<file path="config.mk">
export PLATFORM = sky130hd
export DESIGN_NAME = tiled_rgb565_to_rgb888_detiler_core
export DESIGN_NICKNAME = d
export VERILOG_FILES = /design/src/hw/rtl/detil_pkg.sv /design/src/hw/rtl/tiled_rgb565_to_rgb888_detiler_core.sv /design/src/hw/rtl/detil_addr_gen.sv /design/src/hw/rtl/detil_out_stage.sv
export SDC_FILE = /design/constraint.sdc
export NUM_CORES = 1
export LEC_CHECK = 0
export BUFFER_PORTS_ARGS = -buffer_cell sky130_fd_sc_hd__buf_2
export CORE_MARGIN = 5
export CORE_UTILIZATION = 60
export DETAILED_ROUTE_END_ITERATION = 7
export PLACE_DENSITY = 0.86
export SLEW_MARGIN = 40
export SYNTH_ARGS = -nofsm -noshare
export SYNTH_HDL_FRONTEND = slang
export SYNTH_SLANG_ARGS = --single-unit
</file>
<file path="constraint.sdc">
create_clock -name clk -period 6.94 [get_ports clk]
set_input_delay 0.694 -clock clk [delete_from_list [all_inputs] [get_ports clk]]
set_output_delay 0.694 -clock clk [all_outputs]
set_load 0.03 [all_outputs]
</file>
<file path="src/hw/rtl/detil_pkg.sv">
// Shared types, constants and colour expansion for the RGB565 detiler.
// No dependencies.
package detil_pkg;

  localparam int MAX_TILES_DEF = 8;
  localparam int SIZE_W        = 4;
  localparam int PIXEL_W       = 16;
  localparam int OFFSET_W      = 14;
  localparam int CHAN_W        = 8;
  localparam int IN_DATA_W     = 16;
  localparam int OUT_DATA_W    = 40;
  localparam int CFG_ADDR_W    = 1;

  localparam logic [SIZE_W-1:0]     SIZE_RESET       = 4'd3;
  localparam logic [CFG_ADDR_W-1:0] REG_WIDTH_TILES  = 1'b0;
  localparam logic [CFG_ADDR_W-1:0] REG_HEIGHT_TILES = 1'b1;

  typedef struct packed {
    logic [OFFSET_W-1:0] byte_offset;
    logic                last;
  } addr_info_t;

  typedef struct packed {
    logic [CHAN_W-1:0] blue;
    logic [CHAN_W-1:0] green;
    logic [CHAN_W-1:0] red;
  } rgb888_t;

  typedef struct packed {
    addr_info_t addr;
    rgb888_t    rgb;
  } out_item_t;

  // Shift each channel up to eight bits, zero fill below.
  function automatic rgb888_t expand_565(input logic [PIXEL_W-1:0] pix);
    rgb888_t c;
    c.blue  = {pix[4:0], 3'b000};
    c.green = {pix[10:5], 2'b00};
    c.red   = {pix[15:11], 3'b000};
    return c;
  endfunction

endpackage

</file>
<file path="src/hw/rtl/tiled_rgb565_to_rgb888_detiler_core.sv">
// An accepted input word is shown as a result word in the next cycle.
// Throughput: one word per cycle while out_tready is high; the result register refills as it drains.
// Reset (rst_n low, synchronous): counters to zero, width and height to
// 3 tiles, result register empty.
// Depends on detil_pkg, detil_addr_gen, detil_out_stage.
module tiled_rgb565_to_rgb888_detiler_core #(
  parameter int MAX_TILES = detil_pkg::MAX_TILES_DEF
) (
  input  logic                               clk,
  input  logic                               rst_n,
  input  logic                               cfg_we,
  input  logic [detil_pkg::CFG_ADDR_W-1:0]   cfg_addr,
  input  logic [detil_pkg::SIZE_W-1:0]       cfg_wdata,
  input  logic                               in_tvalid,
  output logic                               in_tready,
  input  logic [detil_pkg::IN_DATA_W-1:0]    in_tdata,   // [15:0] pixel_565
  output logic                               out_tvalid,
  input  logic                               out_tready,
  // [13:0] byte_offset, [21:14] blue, [29:22] green, [37:30] red, [39:38] zero
  output logic [detil_pkg::OUT_DATA_W-1:0]   out_tdata,
  output logic                               out_tlast   // last_of_image
);
  import detil_pkg::*;

  logic       accept;
  addr_info_t info;
  out_item_t  item_in, item_out;

  assign accept = in_tvalid && in_tready;

  detil_addr_gen #(
    .MAX_TILES(MAX_TILES)
  ) u_addr_gen (
    .clk      (clk),
    .rst_n    (rst_n),
    .cfg_we   (cfg_we),
    .cfg_addr (cfg_addr),
    .cfg_wdata(cfg_wdata),
    .advance  (accept),
    .info     (info)
  );

  always_comb begin
    item_in.addr = info;
    item_in.rgb  = expand_565(in_tdata[PIXEL_W-1:0]);
  end

  detil_out_stage u_out_stage (
    .clk     (clk),
    .rst_n   (rst_n),
    .load    (in_tvalid),
    .item_in (item_in),
    .take    (out_tready),
    .can_load(in_tready),
    .valid   (out_tvalid),
    .item_out(item_out)
  );

  assign out_tdata = {2'b00, item_out.rgb.red, item_out.rgb.green, item_out.rgb.blue,
                      item_out.addr.byte_offset};
  assign out_tlast = item_out.addr.last;

endmodule

</file>
<file path="src/hw/rtl/detil_addr_gen.sv">
// Size registers, tile/Morton position counters and byte offset generation.
// Depends on detil_pkg.
module detil_addr_gen #(
  parameter int MAX_TILES = detil_pkg::MAX_TILES_DEF
) (
  input  logic                                clk,
  input  logic                                rst_n,
  input  logic                                cfg_we,
  input  logic [detil_pkg::CFG_ADDR_W-1:0]    cfg_addr,
  input  logic [detil_pkg::SIZE_W-1:0]        cfg_wdata,
  input  logic                                advance,
  output detil_pkg::addr_info_t               info
);
  import detil_pkg::*;

  localparam int CW = (MAX_TILES > 1) ? $clog2(MAX_TILES) : 1;
  localparam int EW = $clog2(MAX_TILES + 1);

  logic [SIZE_W-1:0] width_tiles_r, height_tiles_r;
  logic [CW-1:0]     tile_col_r, tile_col_nxt;
  logic [CW-1:0]     tile_row_r, tile_row_nxt;
  logic [5:0]        pos_r, pos_nxt;
  logic [EW-1:0]     w_eff, h_eff;
  logic              col_last, row_last, tile_end;
  logic [2:0]        lx, ly;
  logic [CW+2:0]     x, y;
  logic [OFFSET_W-1:0] yw, lin;

  function automatic logic [EW-1:0] eff_size(input logic [SIZE_W-1:0] r);
    logic [EW-1:0] e;
    if (r == '0) begin
      e = EW'(1);
    end else if (32'(r) > MAX_TILES) begin
      e = EW'(MAX_TILES);
    end else begin
      e = EW'(r);
    end
    return e;
  endfunction

  always_comb begin
    w_eff    = eff_size(width_tiles_r);
    h_eff    = eff_size(height_tiles_r);
    col_last = (32'(tile_col_r) + 32'd1) >= 32'(w_eff);
    row_last = (32'(tile_row_r) + 32'd1) >= 32'(h_eff);
    tile_end = (pos_r == 6'h3F);
    // Morton order: even bits give x, odd bits give y
    lx  = {pos_r[4], pos_r[2], pos_r[0]};
    ly  = {pos_r[5], pos_r[3], pos_r[1]};
    x   = {tile_col_r, lx};
    y   = {tile_row_r, ly};
    yw  = OFFSET_W'(y) * OFFSET_W'(w_eff);
    lin = (yw << 3) + OFFSET_W'(x);
    info.byte_offset = (lin << 1) + lin;
    info.last        = tile_end && col_last && row_last;

    pos_nxt      = pos_r + 6'd1;
    tile_col_nxt = tile_col_r;
    tile_row_nxt = tile_row_r;
    if (tile_end) begin
      if (col_last) begin
        tile_col_nxt = '0;
        tile_row_nxt = row_last ? '0 : tile_row_r + 1'b1;
      end else begin
        tile_col_nxt = tile_col_r + 1'b1;
      end
    end
  end

  always_ff @(posedge clk) begin
    if (!rst_n) begin
      width_tiles_r  <= SIZE_RESET;
      height_tiles_r <= SIZE_RESET;
      tile_col_r     <= '0;
      tile_row_r     <= '0;
      pos_r          <= '0;
    end else begin
      if (cfg_we) begin
        unique case (cfg_addr)
          REG_WIDTH_TILES:  width_tiles_r  <= cfg_wdata;
          REG_HEIGHT_TILES: height_tiles_r <= cfg_wdata;
          default: ;
        endcase
      end
      if (advance) begin
        pos_r      <= pos_nxt;
        tile_col_r <= tile_col_nxt;
        tile_row_r <= tile_row_nxt;
      end
    end
  end

endmodule

</file>
<file path="src/hw/rtl/detil_out_stage.sv">
// Result register with valid/ready handshake.
// Depends on detil_pkg.
module detil_out_stage (
  input  logic                  clk,
  input  logic                  rst_n,
  input  logic                  load,
  input  detil_pkg::out_item_t  item_in,
  input  logic                  take,
  output logic                  can_load,
  output logic                  valid,
  output detil_pkg::out_item_t  item_out
);
  import detil_pkg::*;

  logic      valid_r;
  out_item_t item_r;

  // Refill in the cycle the held word leaves
  assign can_load = !valid_r || take;
  assign valid    = valid_r;
  assign item_out = item_r;

  always_ff @(posedge clk) begin
    if (!rst_n) begin
      valid_r <= 1'b0;
    end else if (can_load) begin
      valid_r <= load;
    end
  end

  always_ff @(posedge clk) begin
    if (load && can_load) begin
      item_r <= item_in;
    end
  end

endmodule

</file>
== Yosys cells after proc, flatten, opt, wreduce, memory -nomap -nowiden ==
Cells that the tools add are included.

* Bits of input ports: 26
* Register bits after elaboration: 52

* $add $sub $neg: 7
* Multiplexer cells: 6
* Reduce and logical (&&, ||, !) cells: 11
* $lt $le $gt $ge: 4
* Multipliers: 1
* Bitwise gates (word level): 1
* Eq/ne operators: 1

{| class="wikitable"
|+ Operators by type and width
! kind !! count
|-
| 32-bit by 4-bit >= comparator with 1-bit output || 2
|-
| 4-bit two-way mux || 4
|-
| 13-bit by 6-bit adder with 14-bit output || 1
|-
| 14-bit adder || 1
|-
| 6-bit by 4-bit multiplier with 10-bit output || 1
|-
| 3-bit by 1-bit adder with 4-bit output (second input constant) || 2
|-
| 4-bit greater-than comparator (second input constant) || 2
|-
| 4-bit logical NOT || 2
|-
| 3-bit by 1-bit adder with 3-bit output (second input constant) || 2
|-
| 6-bit by 1-bit adder with 6-bit output (second input constant) || 1
|-
| 6-bit equality test (second input constant) || 1
|-
| 3-bit two-way mux || 2
|-
| 2-bit AND reduction || 3
|-
| 1-bit logical AND || 3
|-
| 3-bit AND reduction || 1
|-
| 1-bit logical NOT || 1
|-
| 1-bit logical OR || 1
|-
| 1-bit inverter || 1
|}

== Depth between registers and ports, before layout ==
Gate-level depths: netlist of the first run.

* Depth after elaboration: 6
* Mapped depth: 18
* Gate-level depth less buffers: 17

== Cells and area by module ==
A second synthesis of the first run with hierarchy kept.

* Cells, all modules: 370
* Area total of the unflattened synthesis: 3903.7 µm²

{| class="wikitable"
|+ Modules (own cells, without submodules)
! module !! sequential area each (µm²) !! cells an instance !! area an instance (µm²) !! times used
|-
| detil_addr_gen || 400.4 || 322 || 2650.0 || 1
|-
| detil_out_stage || 1191.1 || 44 || 1228.7 || 1
|-
| tiled_rgb565_to_rgb888_detiler_core || 0.0 || 4 || 25.0 || 1
|}

== Worst setup path after synthesis of the first run ==
No wires, ideal clock.

* Path type: register to register
* Start point: reg u_addr_gen.width_tiles_r[3]
* End point: reg u_out_stage.item_r, in the netlist u_out_stage.item_out[37], data pin
* Setup time: 0.264 ns
* Data arrival time: 4.272 ns
* Stages on the path, launching flop included: 18
* Path slack: 2.405 ns
* Cells stage by stage: dfxtp_1 clkbuf_1 nor2b_1 nand2_1 fa_1 fa_1 inv_1 fa_1 a211oi_1 nor2_1 xor2_1 and3_1 xor2_1 ha_1 or2_2 a21oi_1 a31oi_1 xor2_1

{| class="wikitable"
|+ RTL lines
! item !! line !! source
|-
| start: declaration || detil_addr_gen.sv:19 || <nowiki>logic [SIZE_W-1:0] width_tiles_r, height_tiles_r;</nowiki>
|-
| start signal: assignment || detil_addr_gen.sv:80 || <nowiki>REG_WIDTH_TILES: width_tiles_r <= cfg_wdata;</nowiki>
|-
| end signal: assignment || detil_out_stage.sv:33 || <nowiki>item_r <= item_in;</nowiki>
|-
| end: declaration || detil_out_stage.sv:16 || <nowiki>out_item_t item_r;</nowiki>
|}

==> summary.log, run 1 <==
[run_status] status complete, no violations
[synthesis] post-synthesis async set-or-reset flop share 0%
[worst_setup_path] crit end category register
[timing] RSZ-0062 raised after global routing no
[synthesis] total of warnings raised by yosys 0
[detailed_routing] number of vias per cell 5.34
[hold_path] count of cells along the worst hold path 2
[timing] post-route clock period utilization 70.9%
[worst_setup_path] Slowest-stage cell, CP fa_1
[detailed_routing] detail-routed net length per standard cell 13.4 um
[worst_setup_path] crit-path leading delay family adder cells
[cts] number of buffers inserted by hold repair at cts 0
[synthesis] synthesized area per cell 10.0 um2
[final_layout] n_diodes 0
[timing] maximum clock frequency 0.203 GHz
[cts] Root Buffer Master clkbuf_8
[final_layout] commonest non-fill, non-tap cells in the layout buf_2, ha_1, nand2_1, edfxtp_1, inv_1
[global_route] number of antenna violations at the first check in global routing 0
[timing] summed negative setup slack over all endpoints 0 ps
[placed_design] half-perimeter wire length after detailed placement 5360 um
[synthesis] most frequently used flop master after synthesis edfxtp_1
[timing] count of final max-slew check failures 0
[worst_setup_path] Critical path buffers and inverters 1
[worst_setup_path] cells traversed along the worst timing path nor2b_1 > nand2_1 > fa_1 > fa_1 > inv_1 > fa_1 > a211oi_1 > nor2_1 > xor2_1 > and3_1 > xor2_1 > ha_1 > or2_2 > a21oi_1 > a31oi_1 > xor2_1
[global_route] via count of the first global-routing pass 2643
[worst_setup_path] arrival time reported for the critical path endpoint 4980 ps
[synthesis] area share of the leading cell type in the synthesized netlist 25.9%
[power_and_ir_drop] leakage power of the design 1.96 nW
[floorplanning] count of pins on the block boundary 69
[placed_design] placer's final routability congestion estimate 0.849
[placed_design] Placed Area 0.00393 mm2
[power_and_ir_drop] post-layout total power 0.617 mW
[worst_setup_path] worst-path fanout max 11
[detailed_routing] Remaining DRCs 0
[hold_path] worst min path class register to register
[floorplanning] effective utilization at floorplan 61.1%
[synthesis] number of flops mapped to enable cells by yosys 31
[cts] TritonCTS clock tree done
[worst_setup_path] depth of the critical timing path with buffers and inverters included 16
[final_layout] most common cell after layout, fill and taps aside buf_2
[floorplanning] total die area 0.00764 mm2
[synthesis] Netlist Area Pre-Place 0.00360 mm2
[global_route] global-route wire length before repair 11300 um
[cts] source-to-sink clock delay at the later pin of the worst-skew pair 310 ps
[detailed_routing] total detailed-routing wirelength 6640 um
[worst_setup_path] FF-to-FF path depth 16
[synthesis] unique cell type count in the Yosys netlist 50
[worst_setup_path] startpoint class of the critical path register
[floorplanning] Die Ht 87.4 um
[synthesis] top cells by area in the synthesized netlist edfxtp_1, ha_1, dfxtp_1
[synthesis] sequential cell area fraction in the yosys report 37.6%
[detailed_routing] Post-DRT Antenna Nets 0
[worst_setup_path] start-to-end type of the worst setup path register to register
[synthesis] library cell with the largest summed area after synthesis edfxtp_1
[timing] final critical delay including setup and external delays 4920 ps
[synthesis] number of instances in the synthesized netlist 358
[power_and_ir_drop] Peak supply drop 111 uV
[floorplanning] Die Span X 87.4 um
[detailed_routing] number of violations reported at the end of detailed-routing iteration 0 95
[final_layout] Area Overhead vs Synth 11.7%
[job] max_cap viols 0
[detailed_routing] first-pass iteration count of the detailed router 4
[timing] max-slew headroom at the worst pin 56.0%
[synthesis] flops & latches, synth 52
[global_route] pin count of the biggest net entering global routing 35
[placed_design] Port Buf Inserts 58
[timing] slew at the pin with the worst max-slew slack 659 ps
[floorplanning] floorplan core area 0.00589 mm2
[floorplanning] standard-cell row count 28
[timing] Fin. Hold Viols 0
[global_route] global route overflow 0
[worst_setup_path] Slowest Stage Delay on Critical Path 550 ps
[final_layout] Layout Utilization 68.3%
[final_layout] fraction of final layout cells sized beyond drive strength 1 17.9%
[cts] Inserted Clock Buffers 5
[power_and_ir_drop] Power per Cell Area 154 mW/mm2
[timing] post-route clock skew 8.21 ps
[final_layout] NumNets Final 494
[cts] CTS clock-pin slew for the worst setup and hold paths 100 ps
[timing] Setup-failing EPs final 0
[worst_setup_path] worst setup slack for register-to-register paths 2020 ps
[cts] post-cts resize count 0
[final_layout] post-route design area 0.00402 mm2
[global_route] overall routing resource usage 18.4%
[cts] CTS max path bufs 2
[worst_setup_path] Req. time, crit path 7000 ps
[cts] count of buffers added by post-CTS timing repair for setup 0
[cts] clk sink count 52
[cts] maximum level of the CTS H-tree 2
[detailed_routing] Vias 2639
## registers in the layout, indices dropped and copies added, names as in the netlist
signal,count
u_addr_gen.height_tiles_r,4
u_addr_gen.width_tiles_r,4
u_addr_gen.pos_r,6
u_addr_gen.tile_col_r,3
u_out_stage.valid,1
u_addr_gen.tile_row_r,3
u_out_stage.item_out,31
## through the flow
step / hold slack (ps) / cells / worst slack (ps)
floorplan: 441 / 367 / 2400
global placement: 457 / 486 / 2290
detailed placement: 457 / 486 / 2070
CTS: 478 / 494 / 2040
global route: 525 / 494 / 1660
finish: 473 / 494 / 2020
## power breakdown
group	switching, mW	internal (mW)	leakage, nW	total, mW
sequential	0.00645	0.344	0.477	0.350
clock	0.108	0.0737	0.0452	0.182
combinational	0.0588	0.0269	1.44	0.0857
## worst min-delay path: stages, from the launching register on
cell and delay [ps]:
dfxtp_1 320, nand2_1 50, nand3_1 60
## path summary, 6_finish.rpt
check,start,end
hold reg to reg,u_addr_gen.height_tiles_r[0],u_addr_gen.height_tiles_r[0]
setup / recovery,u_addr_gen.width_tiles_r[3],u_out_stage.item_out[37]
hold / removal,u_addr_gen.height_tiles_r[0],u_addr_gen.height_tiles_r[0]
setup reg to reg,u_addr_gen.width_tiles_r[3],u_out_stage.item_out[37]
## synth_stat cells, types with 2 or more instances
cell type and count:
xor2_1 12, buf_4 10, a21boi_1 5, nor2_1 22
o31a_1 2, mux2i_1 4, o21a_1 6, o21ai_0 3
and3_1 5, o2111ai_1 2, dfxtp_1 21, nor2b_1 10
or3_1 2, clkbuf_1 4, fa_1 10, a21oi_1 11
edfxtp_1 31, a21boi_0 4, nand3_1 14, inv_1 24
xnor2_1 16, a211oi_1 2, nand4b_1 2, nand3b_1 2
o211ai_1 2, nand2b_1 5, ha_1 40, nor3_1 4
and2_1 22, a21o_1 9, a31oi_1 2, o21ai_1 2
nand2_1 31
## cell families after synthesis
kind of cell / Yosys count / share of synthesized area [%]
simple gates: 130 / 19.2
compound gates: 54 / 10.6
flops: 52 / 37.6
fa+ha+maj: 50 / 19.5
buf+inv: 39 / 5.11
xor+xnor: 28 / 6.82
mux: 4 / 1.11
other cells: 1 / 0.104
## layer usage
metal	part of all wire [%]	vias to the layer above	global-route usage, %	routed length, um
li1	-	1340	-	-
met1	41	1231	20.3	2690
met2	53	59	35.4	3510
met3	5.3	9	3.22	355
met4	1.3	0	5.16	87
met5	0	-	0	0
## final cells by class
| class | instances | area [um2] |
|---|---|---|
| clock buffers | 5 | 68.8 |
| clock inverters | 3 | 25.0 |
| fillers | 452 | 1870 |
| inverters | 25 | 93.8 |
| multi-input cells | 276 | 2100 |
| flip-flops and latches | 52 | 1350 |
| well taps | 75 | 93.8 |
| repair buffers | 58 | 290 |
Power figures use the tool's default switching activity.
==> inputs of run 2 (changes only) <==
- CORE_UTILIZATION: 60 -> 56
- PLACE_DENSITY: 0.86 -> 0.81
- clock period: 6.94 -> 4.55 ns (I/O delays scaled with it)
==> run 2 against run 1 <==
- critical path type unchanged
- via count increased by 1.6%
- worst setup slack got worse by 1800 ps
- fmax increased by 13%
==> summary.log, run 2 (synthesis results as in run 1) <==
[worst_setup_path] start-to-end type of the worst setup path register to register
[worst_setup_path] worst-path fanout max 8
[power_and_ir_drop] Power per Cell Area 224 mW/mm2
[timing] final critical delay including setup and external delays 4360 ps
[detailed_routing] first-pass iteration count of the detailed router 4
[detailed_routing] number of vias per cell 5.26
[final_layout] NumNets Final 508
[cts] maximum level of the CTS H-tree 2
[final_layout] area taken by multi-input logic gates 0.00220 mm2
[worst_setup_path] Req. time, crit path 4620 ps
[placed_design] half-perimeter wire length after detailed placement 5720 um
[final_layout] Filler Cells Inserted 517
[placed_design] worst-case setup slack after placement -65.7 ps
[final_layout] max reg flops 31
[worst_setup_path] startpoint class of the critical path register
[floorplanning] count of pins on the block boundary 69
[final_layout] post-route insts no fill 510
[global_route] number of antenna violations at the first check in global routing 0
[detailed_routing] total detailed-routing wirelength 7310 um
[power_and_ir_drop] leakage power of the design 2.04 nW
[global_route] overall routing resource usage 17.8%
[global_route] via count of the first global-routing pass 2775
[placed_design] number of instances in the placed design 498
[detailed_routing] number of violations reported at the end of detailed-routing iteration 0 76
[timing] final hold slack 301 ps
[cts] TritonCTS clock tree done
[global_route] global route overflow 0
[cts] Inserted Clock Buffers 5
[hold_path] worst min path class input port to register
[global_route] global-route wire length before repair 12200 um
[cts] source-to-sink clock delay at the later pin of the worst-skew pair 320 ps
[floorplanning] total die area 0.00813 mm2
[timing] max-slew headroom at the worst pin 55.4%
[detailed_routing] Vias 2681
[run_status] status complete, no violations
[timing] count of final max-slew check failures 0
[cts] Root Buffer Master clkbuf_8
[worst_setup_path] crit end category register
[global_route] pin count of the biggest net entering global routing 35
[worst_setup_path] Slowest-stage cell, CP fa_1
[detailed_routing] Post-DRT Antenna Nets 0
[cts] clk sink count 52
[timing] Fin. Hold Viols 0
[floorplanning] Die Ht 90.1 um
[final_layout] n_diodes 0
[detailed_routing] Remaining DRCs 0
[timing] post-route clock period utilization 95.8%
[power_and_ir_drop] Peak supply drop 183 uV
[final_layout] Area Overhead vs Synth 18.0%
[final_layout] commonest non-fill, non-tap cells in the layout buf_2, ha_1, nand2_1, edfxtp_1, inv_1
[floorplanning] floorplan core area 0.00631 mm2
[timing] slew at the pin with the worst max-slew slack 668 ps
[placed_design] placer's final routability congestion estimate 0.893
[timing] Setup-failing EPs final 0
[worst_setup_path] Slowest Stage Delay on Critical Path 540 ps
[final_layout] most common cell after layout, fill and taps aside buf_2
[floorplanning] Die Span X 90.1 um
[floorplanning] effective utilization at floorplan 57.0%
[job] max_cap viols 0
[timing] maximum clock frequency 0.229 GHz
[floorplanning] standard-cell row count 29
[worst_setup_path] arrival time reported for the critical path endpoint 4420 ps
[final_layout] fraction of final layout cells sized beyond drive strength 1 24.2%
[timing] setup slack after layout 192 ps
[worst_setup_path] cells traversed along the worst timing path buf_6 > and2_1 > fa_1 > inv_1 > fa_1 > inv_1 > ha_4 > nor2_1 > o21ba_2 > nor4b_4 > and2_2 > nand2_1 > xnor2_1 > ha_1 > a21o_1 > a31oi_1 > xor2_1
[cts] CTS clock-pin slew for the worst setup and hold paths 110 ps
[cts] CTS max path bufs 2
[detailed_routing] detail-routed net length per standard cell 14.3 um
[placed_design] Port Buf Inserts 58
[final_layout] register area 0.00136 mm2
[timing] post-route clock skew 11.2 ps
[cts] number of buffers inserted by hold repair at cts 0
## run 2: cell types whose count changed in the layout (fill, tap and decap cells not counted), sizes merged
cell,change
buf,+14
## run 2: final cells by class
class | count | share of cell area [%]
Clock buffer | 5 | 1.62
Multi-Input combinational cell | 276 | 51.9
Tap cell | 77 | 2.27
Clock inverter | 3 | 0.589
Inverter | 25 | 2.21
Sequential cell | 52 | 32.0
Timing Repair Buffer | 72 | 9.40
## run 2: layer usage
| layer | global-route usage (%) | wire length (um) |
|---|---|---|
| met1 | 19.1 | 2890 |
| met2 | 33.6 | 3960 |
| met3 | 4.26 | 325 |
| met4 | 6.45 | 138 |
| met5 | 0 | 0 |
## run 2: what timing repair did
action / CTS / global route
pin swaps: 0 / 9
setup endpoints to repair: 2 / 4
resized for setup: 1 / 22
buffers inserted: 0 / 4
## run 2: worst paths after layout
| kind | startpoint | slack [ps] | depth (start not counted) | end |
|---|---|---|---|---|
| worst min register to register | u_addr_gen.height_tiles_r[2] | 490 | 2 | u_addr_gen.height_tiles_r[2] |
| worst max-delay path | u_addr_gen.width_tiles_r[3] | 190 | 17 | u_out_stage.item_out[38] |
| worst min-delay path | in_tdata[3] | 300 | 1 | u_out_stage.item_out[22] |
| worst max register to register | u_addr_gen.width_tiles_r[3] | 190 | 17 | u_out_stage.item_out[38] |
## run 2: power by group
group / switching (mW) / leakage (nW) / internal, mW
combinational: 0.0924 / 1.52 / 0.0449
sequential: 0.0102 / 0.477 / 0.524
clock: 0.167 / 0.0452 / 0.112
## run 2: critical path: cells and delay by family (launching register included)
kind / cells / cell delay, ps
compound gates: 3 / 570
xor+xnor: 2 / 350
fa+ha+maj: 4 / 1660
buf+inv: 3 / 260
flops: 1 / 380
simple gates: 5 / 880
## run 2: metrics by stage
| stage | instance area [um2] | setup TNS [ps] | utilization, % | power, mW |
|---|---|---|---|---|
| after floorplan | 3630 | 0 | - | 0.644 |
| after global placement | 4000 | 0 | 63.4 | 0.676 |
| after detailed placement | 4000 | -82.1 | 63.4 | 0.682 |
| after CTS | 4100 | 0 | 64.9 | 0.956 |
| after global routing | 4250 | -43.3 | 67.2 | 0.993 |
| final | 4250 | 0 | 67.2 | 0.951 |
